===== src/rtl/core/bmhq_pkg.sv =====
// Shared types, codes and sizes for the binary min-heap queue.
package bmhq_pkg;

   localparam int CAPACITY_DEF = 255;
   localparam int KEY_W        = 32;
   localparam int TOTAL_W      = 8;
   localparam int REQ_TDATA_W  = 32;
   localparam int RSP_TDATA_W  = 2 * KEY_W + TOTAL_W;

   localparam logic [1:0] MODE_INSERT = 2'd0;
   localparam logic [1:0] MODE_DELETE = 2'd1;
   localparam logic [1:0] MODE_CLEAR  = 2'd2;

   localparam logic [1:0] STATUS_OK    = 2'd0;
   localparam logic [1:0] STATUS_EMPTY = 2'd1;
   localparam logic [1:0] STATUS_FULL  = 2'd2;

   typedef enum logic [2:0] {
      ST_IDLE,
      ST_DECODE,
      ST_UP_RD,
      ST_UP_CMP,
      ST_DEL_LOAD,
      ST_DN_RD,
      ST_DN_CMP,
      ST_FINISH
   } state_type;

   typedef struct packed {
      logic capture;
      logic ins_start;
      logic del_start;
      logic del_load;
      logic clear;
      logic full_err;
      logic empty_err;
      logic up_read;
      logic up_move;
      logic dn_read;
      logic dn_move;
      logic place;
      logic finish_load;
   } cmd_type;

   typedef struct packed {
      logic [1:0] mode;
      logic       full;
      logic       empty;
      logic       at_root;
      logic       has_child;
      logic       up_less;
      logic       dn_less;
   } stat_type;

endpackage


===== src/rtl/core/bmhq_ctrl.sv =====
// Sequencer for the heap queue: handshakes and sift steps.
module bmhq_ctrl (
   input  logic                clock,
   input  logic                reset,
   input  logic                req_tvalid,
   output logic                req_tready,
   output logic                rsp_tvalid,
   input  logic                rsp_tready,
   input  bmhq_pkg::stat_type  stat,
   output bmhq_pkg::cmd_type   cmd
);
   import bmhq_pkg::*;

   state_type state_ff, state_in;
   logic      rsp_valid_ff, rsp_valid_in;
   logic      out_free;

   assign out_free   = !rsp_valid_ff || rsp_tready;
   assign req_tready = (state_ff == ST_IDLE);
   assign rsp_tvalid = rsp_valid_ff;

   always_comb begin
      state_in = state_ff;
      unique case (state_ff)
         ST_IDLE: begin
            if (req_tvalid) begin
               state_in = ST_DECODE;
            end
         end
         ST_DECODE: begin
            unique case (stat.mode)
               MODE_INSERT: state_in = stat.full ? ST_FINISH : ST_UP_RD;
               MODE_DELETE: state_in = stat.empty ? ST_FINISH : ST_DEL_LOAD;
               default:     state_in = ST_FINISH;
            endcase
         end
         ST_UP_RD:    state_in = stat.at_root ? ST_FINISH : ST_UP_CMP;
         ST_UP_CMP:   state_in = stat.up_less ? ST_UP_RD : ST_FINISH;
         ST_DEL_LOAD: state_in = ST_DN_RD;
         ST_DN_RD:    state_in = stat.has_child ? ST_DN_CMP : ST_FINISH;
         ST_DN_CMP:   state_in = stat.dn_less ? ST_DN_RD : ST_FINISH;
         ST_FINISH: begin
            if (out_free) begin
               state_in = ST_IDLE;
            end
         end
         default:     state_in = ST_IDLE;
      endcase
   end

   always_comb begin
      cmd = '0;
      unique case (state_ff)
         ST_IDLE: cmd.capture = req_tvalid;
         ST_DECODE: begin
            unique case (stat.mode)
               MODE_INSERT: begin
                  cmd.full_err  = stat.full;
                  cmd.ins_start = !stat.full;
               end
               MODE_DELETE: begin
                  cmd.empty_err = stat.empty;
                  cmd.del_start = !stat.empty;
               end
               MODE_CLEAR: cmd.clear = 1'b1;
               default: ;
            endcase
         end
         ST_UP_RD: begin
            cmd.place   = stat.at_root;
            cmd.up_read = !stat.at_root;
         end
         ST_UP_CMP: begin
            cmd.up_move = stat.up_less;
            cmd.place   = !stat.up_less;
         end
         ST_DEL_LOAD: cmd.del_load = 1'b1;
         ST_DN_RD: begin
            cmd.dn_read = stat.has_child;
            cmd.place   = !stat.has_child;
         end
         ST_DN_CMP: begin
            cmd.dn_move = stat.dn_less;
            cmd.place   = !stat.dn_less;
         end
         ST_FINISH: cmd.finish_load = out_free;
         default: ;
      endcase
   end

   always_comb begin
      priority if (cmd.finish_load) begin
         rsp_valid_in = 1'b1;
      end else if (rsp_tready) begin
         rsp_valid_in = 1'b0;
      end else begin
         rsp_valid_in = rsp_valid_ff;
      end
   end

   always_ff @(posedge clock) begin
      if (reset) begin
         state_ff     <= ST_IDLE;
         rsp_valid_ff <= 1'b0;
      end else begin
         state_ff     <= state_in;
         rsp_valid_ff <= rsp_valid_in;
      end
   end

endmodule


===== config.mk =====
export PLATFORM = sky130hd
export DESIGN_NAME = bmhq_ctrl
export DESIGN_NICKNAME = d
export VERILOG_FILES = /design/src/rtl/core/bmhq_pkg.sv /design/src/rtl/core/bmhq_ctrl.sv
export SDC_FILE = /design/constraint.sdc
export NUM_CORES = 1
export LEC_CHECK = 0
export ABC_AREA = 1
export BUFFER_PORTS_ARGS = -buffer_cell sky130_fd_sc_hd__buf_4
export CAP_MARGIN = 25
export CORE_AREA = 2 2 39 41
export DETAILED_ROUTE_END_ITERATION = 12
export DIE_AREA = 0 0 41 43
export PLACE_DENSITY = 0.77
export SETUP_SLACK_MARGIN = 0.4
export SYNTH_ARGS = -nofsm -noshare
export SYNTH_HDL_FRONTEND = slang
export SYNTH_SLANG_ARGS = --single-unit

===== constraint.sdc =====
create_clock -name clock -period 1.15 [get_ports clock]
set_clock_uncertainty 0.1 [all_clocks]
set_input_delay 0.1725 -clock clock [delete_from_list [all_inputs] [get_ports clock]]
set_output_delay 0.1725 -clock clock [all_outputs]
set_load 0.02 [all_outputs]

==> summary.txt <==
Yosys
  • Sequential share of the synthesized area: 18.3%
  • Cells after Synth: 75
  • Synth Net Count: 87
  • Main combinational cell family by area after synthesis: simple AND/OR/NAND/NOR gates
  • Synthesized area: 437 µm²
  • Synth Area in Adders: 0%
  • Multiplexer share of the synthesized area: 0%
  • YS warnings: 0
  • Seq cells post-synth: 4
  • Yosys cell types: 18
  • Synth Area in Simple Gates: 57.0%
  • Xor/xnor share of the synthesized area: 0%
  • Top cell type's share of synthesized area: 18.3%
  • Post-synthesis compound-gate area fraction: 4.87%
  • Mean post-synth cell area: 5.82 µm²
  • Top area cells in the synthesized netlist: dfxtp_1 (18%), nor2_1 (11%), nand3_1 (10%)
  • Area leader, netlist: dfxtp_1

Floorplan
  • Row count: 14
  • Die W: 41 µm
  • Die height: 43 µm
  • Area of the die: 0.00176 mm²
  • IO Count: 27
  • Initial Util: 31.6%
  • Core ar.: 0.00138 mm²

Global route
  • Vias in the first global route: 643
  • Met2 GRT Util: 41.3%
  • Initial antenna violation count: 0
  • All-Layer GR Usage: 22.6%
  • GRT Residual Overflow: 0
  • Met3 Use GR: 3.66%
  • Grt peak-use layer: met2
  • Met1 Use GR: 21.9%
  • Global-route wire length before repair: 2620 µm
  • Largest net degree at the start of global routing: 9

Clock tree
  • TritonCTS Buffers: 3
  • H-Tree Depth: 1
  • CTS clk-pin slew, worst paths: 0.04 ns
  • Clock sink count: 4
  • Worst-Skew Late Latency: 0.25 ns
  • TritonCTS clock tree: done
  • CTS max path bufs: 2
  • CTS Root Cell: clkbuf_4

Timing
  • Period utilisation layout: 132%
  • Final slew viol count: 0
  • Final-report hold violation count: 1
  • Hold_ws: -0.0301 ns
  • Relative slew slack: 86.9%
  • RSZ-0062 raised after global routing: true
  • Fmax: 658 MHz
  • Final setup margin: -0.370 ns
  • Worst Max-Slew Pin Slew: 0.196 ns
  • # setup viols final: 18
  • Tmin final: 1.52 ns

Placed design
  • Placer Congestion: 0.756
  • Port Buffer Count: 26
  • HPWL after detailed placement: 1090 µm

Run status
  • Failing checks: hold timing, setup timing
  • Status: finished, violations left

Critical path
  • Max Fanout on Critical Path: 5
  • Largest delay share family, worst path: flip-flops
  • Crit-path max cell delay: 0.36 ns
  • CP Cell Sequence: inv_6 > nand2_4 > nor2_4 > inv_4 > nor4_4 > buf_4
  • CP arrival: 1.25 ns
  • Startpoint types: flop
  • Critical Path RT: 0.88 ns
  • CP endpoint kind: output port
  • Critical-path top delay cell: dfxtp_4
  • Buf/Inv on CP: 3
  • Kind of critical path: flop to output port

Route
  • Wirelength per Cell: 12.3 µm
  • Via Count: 640
  • Initial DRC count: 1
  • Vias per cell: 4.67
  • Drt pass-1 iters: 3
  • Remaining DRCs: 0
  • ANT nets after route: 0
  • Final Routed Wirelength: 1690 µm

Layout
  • Layout Nets: 135
  • Ratio of cells with drive above 1 in the final layout: 71.1%
  • Commonest non-fill, non-tap cell in the layout: buf_4
  • Reg area: 92.6 µm²
  • # diodes: 0
  • Area grow syn2layout: 141%
  • Fillers: 96
  • Most frequent cells in the layout: buf_4 (31), buf_6 (15), nor2_4 (11), nand2_1 (11), inv_1 (10)
  • Multi-input logic area: 442 µm²

Worst hold path
  • Hold WC Path Type: primary input to flop

Pwr
  • Pleak: 0.496 nW
  • Worst vdd ir: 1.14 mV
  • Pwr Density: 1900 mW/mm²
  • Power, Total: 0.00200 W

Run
  • Max cap viols: 0
[metrics by stage]
stage	cell area [µm²]	utilization, %	setup WS (ns)	TNS (ns)	cells
global route	1050	76.1	-0.419	-5.91	137
finish	1050	76.1	-0.370	-5.08	137
CTS	1000	72.5	-0.357	-4.55	135
global placement	847	61.2	-0.174	-1.32	125
floorplan	579	-	-0.0918	-0.246	75
detailed placement	847	61.2	-0.204	-1.73	125
[synth_stat cells]
cell type	instances
nor2_1	13
inv_1	12
nand2_1	12
nand3_1	9
nor3_1	5
dfxtp_1	4
inv_2	4
nand2_2	3
nor2_4	3
buf_4	2
a21oi_1	1
buf_6	1
nand3b_1	1
nand4_1	1
nor2_2	1
nor4_2	1
o2111ai_1	1
o21a_1	1
[sequential cells by signal, indices dropped and copies added, names as in the netlist]
name and flops:
state_ff 3, rsp_tvalid 1
[cell families (layout without fill, tap and decap cells)]
family	Yosys count	in the layout
AND/OR/NAND/NOR	49	49
buffers and inverters	19	65
flip-flops	4	4
AO/OA/AOI/OAI	3	3
[power breakdown]
group          internal [W]  total (W)  switching [W]
Sequential         0.000209   0.000300      0.0000917
Combinational      0.000698    0.00150       0.000804
Clock              0.000118   0.000202      0.0000833
Total               0.00102    0.00200       0.000979
[worst reg2reg max path, delay by kind of cell (launching register included)]
kind,cells,cell delay [ns]
buffers and inverters,4,0.48
and+or+nand+nor,4,0.38
DFF,1,0.36
[path summary, 6_finish.rpt]
check,start,cells past startpoint,end,slack (ns)
hold / removal,reset,2,state_ff[2],-0.03
setup / recovery,state_ff[1],6,cmd[7],-0.37
setup reg to reg,state_ff[1],8,state_ff[0],-0.26
hold reg to reg,state_ff[0],3,state_ff[0],0.54
[repair_timing]
item / CTS / global route
gates resized for setup: 23 / 8
pin swaps: 8 / 5
hold endpoints to repair: 1 / 1
endpoints found under the setup margin: 19 / 19
setup buffers: 7 / 2
[routing by layer]
metal	vias up	routed length [µm]
met1	291	554
met2	20	1020
met5	-	0
li1	324	-
met4	0	35
met3	5	80
[area by class of cell]
class                      count  share of cell area, %
tap                           16                   1.90
clock buffer                   3                   2.14
sequential                     4                   8.79
timing repair buffer          46                   38.1
multi-input combinational     52                   41.9
inverter                      16                   7.13
Note: power is estimated with default switching activity, not from simulation.
